### src/rtl/core/pipt_pkg.sv
`timescale 1ns / 1ps

package pipt_pkg;

  // item kinds on the input channel
  typedef enum logic [1:0] {
    ACT_FRAME  = 2'd0,
    ACT_LUMA   = 2'd1,
    ACT_CHROMA = 2'd2,
    ACT_NONE   = 2'd3
  } action_t;

  // configuration register indexes
  localparam logic [2:0] REG_FRAME_WIDTH  = 3'd0;
  localparam logic [2:0] REG_FRAME_HEIGHT = 3'd1;
  localparam logic [2:0] REG_TRANS_FRAMES = 3'd2;
  localparam logic [2:0] REG_START_LEFT   = 3'd3;
  localparam logic [2:0] REG_START_TOP    = 3'd4;
  localparam logic [2:0] REG_INVERSE      = 3'd5;

  localparam int DIM_W    = 13;           // frame and window dimensions
  localparam int POS_W    = 12;           // window corner
  localparam int FRAME_W  = 16;           // frame index and duration
  localparam int SUM_W    = DIM_W + 1;    // corner plus size
  localparam int PROD_W   = DIM_W + FRAME_W;
  localparam int QUO_W    = DIM_W;        // every quotient is at most a dimension
  localparam int STEP_W   = $clog2(QUO_W);
  localparam int SAMPLE_W = 8;

  // window quantity being computed
  localparam logic [1:0] JOB_WIDTH  = 2'd0;
  localparam logic [1:0] JOB_HEIGHT = 2'd1;
  localparam logic [1:0] JOB_LEFT   = 2'd2;
  localparam logic [1:0] JOB_TOP    = 2'd3;

  typedef enum logic [2:0] {
    ST_IDLE,
    ST_MUL,
    ST_LOAD,
    ST_DIV,
    ST_WRITE
  } ctrl_state_t;

  typedef struct packed {
    logic       busy;
    logic       mul;
    logic       load;
    logic       step;
    logic       write;
    logic [1:0] job;
  } cmd_t;

  typedef struct packed {
    logic frame_start;
  } status_t;

endpackage

### src/rtl/core/pipt_ctrl.sv
`timescale 1ns / 1ps

module pipt_ctrl (
  input  logic              clk,
  input  logic              rst_n,
  input  pipt_pkg::status_t status,
  output pipt_pkg::cmd_t    cmd
);
  import pipt_pkg::*;

  ctrl_state_t       state_r, state_nxt;
  logic [1:0]        job_r, job_nxt;
  logic [STEP_W-1:0] step_r, step_nxt;

  always_ff @(posedge clk) begin
    if (!rst_n) begin
      state_r <= ST_IDLE;
      job_r   <= '0;
      step_r  <= '0;
    end else begin
      state_r <= state_nxt;
      job_r   <= job_nxt;
      step_r  <= step_nxt;
    end
  end

  always_comb begin
    state_nxt = state_r;
    job_nxt   = job_r;
    step_nxt  = step_r;
    cmd       = '0;
    cmd.job   = job_r;
    unique case (state_r)
      ST_IDLE: begin
        if (status.frame_start) begin
          state_nxt = ST_MUL;
          job_nxt   = JOB_WIDTH;
        end
      end
      ST_MUL: begin
        cmd.busy  = 1'b1;
        cmd.mul   = 1'b1;
        state_nxt = ST_LOAD;
      end
      ST_LOAD: begin
        cmd.busy  = 1'b1;
        cmd.load  = 1'b1;
        step_nxt  = '0;
        state_nxt = ST_DIV;
      end
      ST_DIV: begin
        cmd.busy = 1'b1;
        cmd.step = 1'b1;
        if (step_r == STEP_W'(QUO_W - 1)) begin
          state_nxt = ST_WRITE;
        end else begin
          step_nxt = step_r + 1'b1;
        end
      end
      ST_WRITE: begin
        cmd.busy  = 1'b1;
        cmd.write = 1'b1;
        if (job_r == JOB_TOP) begin
          state_nxt = ST_IDLE;
        end else begin
          job_nxt   = job_r + 1'b1;
          state_nxt = ST_MUL;
        end
      end
      default: begin
        state_nxt = ST_IDLE;
      end
    endcase
  end

endmodule

### src/rtl/core/pipt_datapath.sv
`timescale 1ns / 1ps

module pipt_datapath #(
  parameter int MAX_DIMENSION = 4096
) (
  input  logic                             clk,
  input  logic                             rst_n,
  input  logic                             cfg_valid,
  input  logic [2:0]                       cfg_index,
  input  logic [15:0]                      cfg_data,
  input  logic                             in_valid,
  output logic                             in_stall,
  input  logic [1:0]                       in_action,
  input  logic [pipt_pkg::SAMPLE_W-1:0]    in_first_y_or_cb,
  input  logic [pipt_pkg::SAMPLE_W-1:0]    in_second_y_or_cb,
  input  logic [pipt_pkg::SAMPLE_W-1:0]    in_first_cr,
  input  logic [pipt_pkg::SAMPLE_W-1:0]    in_second_cr,
  output logic                             out_valid,
  input  logic                             out_stall,
  output logic [pipt_pkg::SAMPLE_W-1:0]    out_y_or_cb,
  output logic [pipt_pkg::SAMPLE_W-1:0]    out_cr,
  output logic                             out_inside_window,
  output logic [pipt_pkg::FRAME_W-1:0]     out_current_frame,
  input  pipt_pkg::cmd_t                   cmd,
  output pipt_pkg::status_t                status
);
  import pipt_pkg::*;

  localparam int CNT_W = $clog2(MAX_DIMENSION);
  localparam logic [SUM_W-1:0] MAX_DIM = SUM_W'(MAX_DIMENSION);

  // configuration
  logic [DIM_W-1:0]   frame_width_r, frame_height_r;
  logic [FRAME_W-1:0] trans_frames_r;
  logic [POS_W-1:0]   start_left_r, start_top_r;
  logic               inverse_r;

  // per-frame state
  logic [FRAME_W-1:0] frame_index_r;
  logic [FRAME_W-1:0] grow_r, move_r;
  logic [DIM_W-1:0]   win_width_r, win_height_r;
  logic [POS_W-1:0]   win_left_r, win_top_r;
  logic [CNT_W-1:0]   col_r, row_r;
  logic               chroma_r;

  // divider
  logic [PROD_W-1:0]  product_r;
  logic [FRAME_W-1:0] rem_r;
  logic [QUO_W-1:0]   quo_r;

  // output register
  logic                out_valid_r;
  logic [SAMPLE_W-1:0] out_y_r, out_cr_r;
  logic                out_inside_r;

  logic [DIM_W-1:0]   dim_w, dim_h, op;
  logic [FRAME_W-1:0] div_d, f_inc, f_new, d_minus_f, fac;
  logic [FRAME_W:0]   trial;
  logic               trial_ge;
  logic [DIM_W-1:0]   w_e, h_e, ww_e, wh_e;
  logic [POS_W-1:0]   wl_e, wt_e;
  logic [SUM_W-1:0]   col_ext, row_ext;
  logic               in_win, col_last, row_last, sel_second;
  logic               frame_fire, sample_fire, plane_match;

  always_comb begin
    dim_w = (SUM_W'(frame_width_r) > MAX_DIM) ? MAX_DIM[DIM_W-1:0] : frame_width_r;
    dim_h = (SUM_W'(frame_height_r) > MAX_DIM) ? MAX_DIM[DIM_W-1:0] : frame_height_r;
    div_d = (trans_frames_r == '0) ? FRAME_W'(1) : trans_frames_r;
    f_inc = frame_index_r + 1'b1;
    f_new = (f_inc >= div_d) ? '0 : f_inc;
    d_minus_f = div_d - f_new;
  end

  // multiplier operand selection
  always_comb begin
    unique case (cmd.job)
      JOB_WIDTH:  op = dim_w;
      JOB_HEIGHT: op = dim_h;
      JOB_LEFT:   op = DIM_W'(start_left_r);
      JOB_TOP:    op = DIM_W'(start_top_r);
      default:    op = dim_w;
    endcase
    fac = (cmd.job == JOB_WIDTH || cmd.job == JOB_HEIGHT) ? grow_r : move_r;
  end

  // one quotient bit per step, restoring
  always_comb begin
    trial    = {rem_r, quo_r[QUO_W-1]};
    trial_ge = trial >= {1'b0, div_d};
  end

  // plane geometry, halved for chroma
  always_comb begin
    w_e  = chroma_r ? (dim_w >> 1) : dim_w;
    h_e  = chroma_r ? (dim_h >> 1) : dim_h;
    ww_e = chroma_r ? (win_width_r >> 1) : win_width_r;
    wh_e = chroma_r ? (win_height_r >> 1) : win_height_r;
    wl_e = chroma_r ? (win_left_r >> 1) : win_left_r;
    wt_e = chroma_r ? (win_top_r >> 1) : win_top_r;
    col_ext = SUM_W'(col_r);
    row_ext = SUM_W'(row_r);
    in_win = (col_ext >= SUM_W'(wl_e)) && (col_ext < SUM_W'(wl_e) + SUM_W'(ww_e)) &&
             (row_ext >= SUM_W'(wt_e)) && (row_ext < SUM_W'(wt_e) + SUM_W'(wh_e));
    col_last = (col_ext + 1'b1) >= SUM_W'(w_e);
    row_last = (row_ext + 1'b1) >= SUM_W'(h_e);
    sel_second = in_win ^ inverse_r;
  end

  always_comb begin
    in_stall    = cmd.busy || (out_valid_r && out_stall);
    plane_match = (in_action == ACT_LUMA && !chroma_r) || (in_action == ACT_CHROMA && chroma_r);
    frame_fire  = in_valid && !in_stall && (in_action == ACT_FRAME);
    sample_fire = in_valid && !in_stall && plane_match;
    status.frame_start = frame_fire;
  end

  always_ff @(posedge clk) begin
    if (!rst_n) begin
      frame_width_r  <= DIM_W'(720);
      frame_height_r <= DIM_W'(576);
      trans_frames_r <= FRAME_W'(25);
      start_left_r   <= '0;
      start_top_r    <= '0;
      inverse_r      <= 1'b0;
    end else if (cfg_valid) begin
      unique case (cfg_index)
        REG_FRAME_WIDTH:  frame_width_r  <= cfg_data[DIM_W-1:0];
        REG_FRAME_HEIGHT: frame_height_r <= cfg_data[DIM_W-1:0];
        REG_TRANS_FRAMES: trans_frames_r <= cfg_data;
        REG_START_LEFT:   start_left_r   <= cfg_data[POS_W-1:0];
        REG_START_TOP:    start_top_r    <= cfg_data[POS_W-1:0];
        REG_INVERSE:      inverse_r      <= cfg_data[0];
        default: ;
      endcase
    end
  end

  always_ff @(posedge clk) begin
    if (!rst_n) begin
      frame_index_r <= '1;
      win_width_r   <= '0;
      win_height_r  <= '0;
      win_left_r    <= '0;
      win_top_r     <= '0;
      col_r         <= '0;
      row_r         <= '0;
      chroma_r      <= 1'b0;
    end else begin
      if (frame_fire) begin
        frame_index_r <= f_new;
        col_r         <= '0;
        row_r         <= '0;
        chroma_r      <= 1'b0;
      end else if (sample_fire) begin
        if (col_last) begin
          col_r <= '0;
          if (row_last) begin
            row_r    <= '0;
            chroma_r <= ~chroma_r;
          end else begin
            row_r <= row_r + 1'b1;
          end
        end else begin
          col_r <= col_r + 1'b1;
        end
      end
      if (cmd.write) begin
        unique case (cmd.job)
          JOB_WIDTH:  win_width_r  <= quo_r;
          JOB_HEIGHT: win_height_r <= quo_r;
          JOB_LEFT:   win_left_r   <= quo_r[POS_W-1:0];
          JOB_TOP:    win_top_r    <= quo_r[POS_W-1:0];
          default: ;
        endcase
      end
    end
  end

  always_ff @(posedge clk) begin
    if (frame_fire) begin
      grow_r <= inverse_r ? d_minus_f : f_new;
      move_r <= inverse_r ? f_new : d_minus_f;
    end
    if (cmd.mul) begin
      product_r <= PROD_W'(op) * PROD_W'(fac);
    end
    // the quotient fits in QUO_W bits, so the upper part is already below the divisor
    if (cmd.load) begin
      rem_r <= product_r[PROD_W-1:QUO_W];
      quo_r <= product_r[QUO_W-1:0];
    end else if (cmd.step) begin
      rem_r <= trial_ge ? FRAME_W'(trial - {1'b0, div_d}) : trial[FRAME_W-1:0];
      quo_r <= {quo_r[QUO_W-2:0], trial_ge};
    end
  end

  always_ff @(posedge clk) begin
    if (!rst_n) begin
      out_valid_r <= 1'b0;
    end else if (sample_fire) begin
      out_valid_r <= 1'b1;
    end else if (!out_stall) begin
      out_valid_r <= 1'b0;
    end
  end

  always_ff @(posedge clk) begin
    if (sample_fire) begin
      out_y_r      <= sel_second ? in_second_y_or_cb : in_first_y_or_cb;
      out_cr_r     <= chroma_r ? (sel_second ? in_second_cr : in_first_cr) : '0;
      out_inside_r <= in_win;
    end
  end

  assign out_valid         = out_valid_r;
  assign out_y_or_cb       = out_y_r;
  assign out_cr            = out_cr_r;
  assign out_inside_window = out_inside_r;
  assign out_current_frame = frame_index_r;

endmodule

### src/rtl/core/picture_in_picture_transition_core.sv
`timescale 1ns / 1ps

// picture-in-picture transition for two 4:2:0 streams. a frame-start beat
// advances the frame index and recomputes the window; luma beats then
// chroma Cb/Cr beats follow in raster order, one result beat each. sample
// beats are taken one per cycle whenever no window is being computed and the
// output register is free or draining. a frame-start beat holds off the input
// while one multiplier and a bit-serial divider (13 quotient bits) work out
// window width, height, left and top in turn. luma beats in the chroma plane,
// chroma beats in the luma plane and action 3 are consumed with no result.
// config writes are always ready and should only be issued while the block
// is idle.
module picture_in_picture_transition_core #(
  parameter int MAX_DIMENSION = 4096
) (
  input  logic        clk,
  input  logic        rst_n,
  input  logic        cfg_valid,
  output logic        cfg_ready,
  input  logic [2:0]  cfg_index,
  input  logic [15:0] cfg_data,
  input  logic        in_valid,
  output logic        in_stall,
  input  logic [1:0]  in_action,
  input  logic [7:0]  in_first_y_or_cb,
  input  logic [7:0]  in_second_y_or_cb,
  input  logic [7:0]  in_first_cr,
  input  logic [7:0]  in_second_cr,
  output logic        out_valid,
  input  logic        out_stall,
  output logic [7:0]  out_y_or_cb,
  output logic [7:0]  out_cr,
  output logic        out_inside_window,
  output logic [15:0] out_current_frame
);
  import pipt_pkg::*;

  cmd_t    cmd;
  status_t status;

  assign cfg_ready = 1'b1;

  pipt_ctrl u_ctrl (
    .clk    (clk),
    .rst_n  (rst_n),
    .status (status),
    .cmd    (cmd)
  );

  pipt_datapath #(
    .MAX_DIMENSION (MAX_DIMENSION)
  ) u_datapath (
    .clk               (clk),
    .rst_n             (rst_n),
    .cfg_valid         (cfg_valid && cfg_ready),
    .cfg_index         (cfg_index),
    .cfg_data          (cfg_data),
    .in_valid          (in_valid),
    .in_stall          (in_stall),
    .in_action         (in_action),
    .in_first_y_or_cb  (in_first_y_or_cb),
    .in_second_y_or_cb (in_second_y_or_cb),
    .in_first_cr       (in_first_cr),
    .in_second_cr      (in_second_cr),
    .out_valid         (out_valid),
    .out_stall         (out_stall),
    .out_y_or_cb       (out_y_or_cb),
    .out_cr            (out_cr),
    .out_inside_window (out_inside_window),
    .out_current_frame (out_current_frame),
    .cmd               (cmd),
    .status            (status)
  );

`ifndef SYNTHESIS
  // a frame start must hand over to the divider sequence
  a_frame_busy: assert property (@(posedge clk) disable iff (!rst_n)
    (in_valid && !in_stall && in_action == ACT_FRAME) |=> (cmd.busy && in_stall))
    else $error("frame start did not start window computation");

  // a new result only follows an accepted sample beat
  a_result_source: assert property (@(posedge clk) disable iff (!rst_n)
    (!out_valid || !out_stall) ##1 out_valid |->
      $past(in_valid && !in_stall && (in_action == ACT_LUMA || in_action == ACT_CHROMA)))
    else $error("result without an accepted sample");

  // no sample is taken while the window is being computed
  a_busy_stall: assert property (@(posedge clk) disable iff (!rst_n)
    cmd.busy |-> in_stall)
    else $error("input accepted during window computation");
`endif

endmodule

### config.mk
export PLATFORM = sky130hd
export DESIGN_NAME = picture_in_picture_transition_core
export DESIGN_NICKNAME = d
export VERILOG_FILES = /design/src/rtl/core/pipt_pkg.sv /design/src/rtl/core/pipt_ctrl.sv /design/src/rtl/core/pipt_datapath.sv /design/src/rtl/core/picture_in_picture_transition_core.sv
export SDC_FILE = /design/constraint.sdc
export NUM_CORES = 1
export LEC_CHECK = 0
export BUFFER_PORTS_ARGS = -buffer_cell sky130_fd_sc_hd__buf_4
export CAP_MARGIN = 0
export CORE_MARGIN = 2
export CORE_UTILIZATION = 65
export CTS_CLUSTER_SIZE = 10
export DETAILED_ROUTE_END_ITERATION = 8
export PLACE_DENSITY = 0.83
export SETUP_SLACK_MARGIN = 0.1
export SYNTH_ARGS = -nofsm -noshare
export SYNTH_HDL_FRONTEND = slang
export SYNTH_SLANG_ARGS = --single-unit
### constraint.sdc
create_clock -name clk -period 10.8 [get_ports clk]
set_input_delay 1.62 -clock clk [delete_from_list [all_inputs] [get_ports clk]]
set_output_delay 1.62 -clock clk [all_outputs]
set_load 0.1 [all_outputs]
==> out/qor.csv <==
stage;metric;value;unit
clock_network;clock_sinks;275;
route;drc;0;
global_routing;antenna_found_initial;2;
critical_path;critical_path.slowest_cell;a32oi_1;
synthesis;synth_top_cell_by_area;dfxtp_1;
critical_path;path_class;reg -> reg;
synthesis;synth_edf_count;107;
clock_network;cts_buffers;35;
route;drtIter0Drc;1600;
floorplanning;die_area;39300;sq um
clock_network;cts_tree;built;
synthesis;mappedNetlistArea;24600;sq um
synthesis;netlist.area_leader.share;0.137;
power;vdd_drop_max;0.254;mV
synthesis;synthTopCellsByArea;dfxtp_1 (14%), edfxtp_1 (13%), fa_1 (13%), ha_1 (12%), nand2_1 (9.4%);
synthesis;synth_cell_types;84;
critical_path;endpoint_kind;flip-flop;
critical_path;cpMostUsedCell;fa_1;
critical_path;crit_arrival;7.92;ns
sta;fin_crit_sh;0.706;
floorplanning;design.core.area;37400;sq um
floorplanning;std_cell_rows;71;
final_layout;num-nets-final;3345;
placement;post-place-ws;3.22;ns
floorplanning;initial_core_util;0.656;
route;avgRoutedWirePerCell;20.3;um
critical_path;crit_path_max_fanout;10;
global_routing;grtUsageTotal;0.366;
final_layout;stdcell_count;3438;
power;power_density;233;nW/um^2
synthesis;ys_seq_area_frac;0.268;
route;wirelength;69900;um
sta;rsz0062_at_grt;no;
final_layout;area_growth;8.33;%
route;postRouteAntennaNets;0;
sta;clock-skew-final;0.0181;ns
final_layout;final_layout_size_suffix_gt1_frac;0.0841;
synthesis;ys_ff_latch;275;
synthesis;avgSynthCellArea;8.50;sq um
synthesis;syn-num-nets;3331;
floorplanning;die_h;198;um
final_layout;nFillCells;2938;
synthesis;ys.flop_type;dfxtp_1;
placement;numPortBuffers;92;
placement;dp_hpwl;53700;um
clock_network;cts_setup_buffers;0;
placement;gp_congestion;0.989;
power;cellLeakagePower;11.8;nW
synthesis;synth_common_cells;nand2_1 (614), inv_1 (274), ha_1 (226);
synthesis;yosysWarnings;0;
sta;period_needed;7.62;ns
sta;finalSetupTns;0;ns
synthesis;syn_inst;2889;
route;via_per_inst;6.13;
critical_path;required;11.10;ns
sta;max_clock_freq;0.131;GHz
sta;slew_headroom;0.192;
synthesis;postSynth.asyncResetShare;0;
sta;slew_viol_final;0;
critical_path;cp-start-kind;flip-flop;
final_layout;fin_area;26600;sq um
global_routing;overflow;0;
power;p_total;6.19;mW
placement;dp_cells;3377;
clock_network;htree_levels;2;
global_routing;grt_pass1_vias;21200;
clock_network;clk_pin_slew;0.06;ns
floorplanning;die_w;198;um
route;first_pass_iters;7;
clock_network;root_buffer;clkbuf_16;
clock_network;cts_resized;0;
final_layout;final_core_util;0.711;
sta;final-hold-violation-count;0;
clock_network;holdBufCountCts;0;
run;maxCapViolations;0;
critical_path;path_cells;nor4_1 > nand3_1 > nand2_1 > and2_1 > nand2_1 > a32oi_1 > nand2_1 > fa_1 > fa_1 > fa_1 > inv_1 > fa_1 > inv_1 > fa_1 > inv_1 > ha_1 > a21o_1 > or3_1 > o21a_1 > o22a_1 > a211oi_2 > o311ai_1 > o211ai_1 > xnor2_1;
synthesis;synth_most_common_cell;nand2_1;
sta;tightest_slew;1.21;ns
route;vias;21100;
global_routing;grt_pass1_wl;111000;um
sta;postLayoutSetupSlackWorst;3.18;ns
clock_network;clk-insertion-delay-late;0.55;ns
status;status;completed;
floorplanning;boundaryPins;94;
placement;placedInstanceArea;25500;sq um
sta;whs;0.464;ns
sta;setup_violations;0;
critical_path;slowest_delay;0.73;ns
critical_path;cp_num_buf_inv;3;
critical_path;cp_top_family;adder cells;
global_routing;grt_start_max_net_pins;85;
clock_network;cts_buffer_depth;3;
min_path;min_path_type;reg -> reg;
==> cells by family after synthesis <==
| family | Yosys count | share of synthesized area |
|---|---|---|
| fa+ha+maj | 384 | 0.244 |
| simple gates | 1095 | 0.195 |
| xor+xnor | 103 | 0.0367 |
| other cells | 1 | 0.000153 |
| buf+inv | 408 | 0.0636 |
| compound gates | 535 | 0.154 |
| flops | 275 | 0.268 |
| mux | 88 | 0.0386 |
==> power by group <==
part           total (mW)  internal (mW)  switching (mW)  leakage (nW)
combinational        3.48           1.31            2.17          8.89
clock                1.14          0.675           0.464         0.529
sequential           1.57           1.41           0.157          2.35
==> worst paths after layout <==
| check | startpoint | to | slack [ns] | cells past startpoint |
|---|---|---|---|---|
| hold / removal | u_datapath.win_height_r[0] | u_datapath.win_height_r[0] | 0.46 | 2 |
| setup / recovery | u_datapath.frame_height_r[1] | u_datapath.product_r[28] | 3.18 | 24 |
| hold reg to reg | u_datapath.win_height_r[0] | u_datapath.win_height_r[0] | 0.46 | 2 |
| setup reg to reg | u_datapath.frame_height_r[1] | u_datapath.product_r[28] | 3.18 | 24 |
==> cell usage in the layout, fill, tap and decap left out, drive strengths merged, types with 16 or more instances in the layout <==
cell type,netlist,routed
a21boi,117,117
a21o,35,35
a21oi,92,92
a22oi,18,18
a311o,16,16
a31oi,17,17
and2,34,34
and3,20,20
buf,22,110
clkbuf,111,57
dfxtp,168,168
edfxtp,107,107
fa,158,158
ha,226,226
inv,274,274
mux2,50,50
mux2i,38,38
nand2,614,614
nand2b,31,31
nand3,76,76
nand4,17,17
nor2,170,170
nor2b,26,26
nor3,44,44
o211ai,28,28
o21a,21,21
o21ai,82,82
or3,21,21
xnor2,60,60
xor2,43,43
==> worst register-to-register path, delay by kind of cell, from the launching register on <==
kind,cells,cell delay (ns)
AOI/OAI and AO/OA,7,2.22
xor gates and xnor gates,1,0.10
adders and majority gates,6,2.90
buffers and inverters,3,0.16
DFF,1,0.35
and+or+nand+nor,7,1.67
==> layout make-up <==
class,instances,area [sq um],share of cell area
clock buffer,57,1070,0.0403
tap,511,639,0.0240
inverter,275,1030,0.0389
timing repair buffer,110,826,0.0311
antenna,2,5.00,0.000188
clock inverter,2,10.0,0.000376
sequential,275,6580,0.247
multi-input combinational,2206,16400,0.618
==> registers in the layout, summed over array words and instances, names as in the netlist, 2 cells and up <==
name                          cells
u_datapath.quo_r                 13
u_ctrl.step_r                     4
u_datapath.win_top_r             12
u_datapath.out_current_frame     16
u_datapath.start_top_r           12
u_datapath.move_r                16
u_ctrl.job_r                      2
u_datapath.out_y_or_cb            8
u_datapath.win_width_r           13
u_datapath.grow_r                16
u_ctrl.state_r                    3
u_datapath.win_height_r          13
u_datapath.product_r             29
u_datapath.out_cr                 8
u_datapath.row_r                 12
u_datapath.col_r                 12
u_datapath.trans_frames_r        16
u_datapath.frame_width_r         13
u_datapath.frame_height_r        13
u_datapath.win_left_r            12
u_datapath.rem_r                 16
u_datapath.start_left_r          12
==> routing by layer <==
| layer | GRT usage | up-vias | wire, um |
|---|---|---|---|
| met5 | 0.0102 | - | 57 |
| met4 | 0.231 | 2 | 4990 |
| met3 | 0.0639 | 221 | 4820 |
| met2 | 0.620 | 864 | 33200 |
| met1 | 0.429 | 10100 | 26800 |
| li1 | - | 9856 | - |
Note: power is estimated with default switching activity, not from simulation.
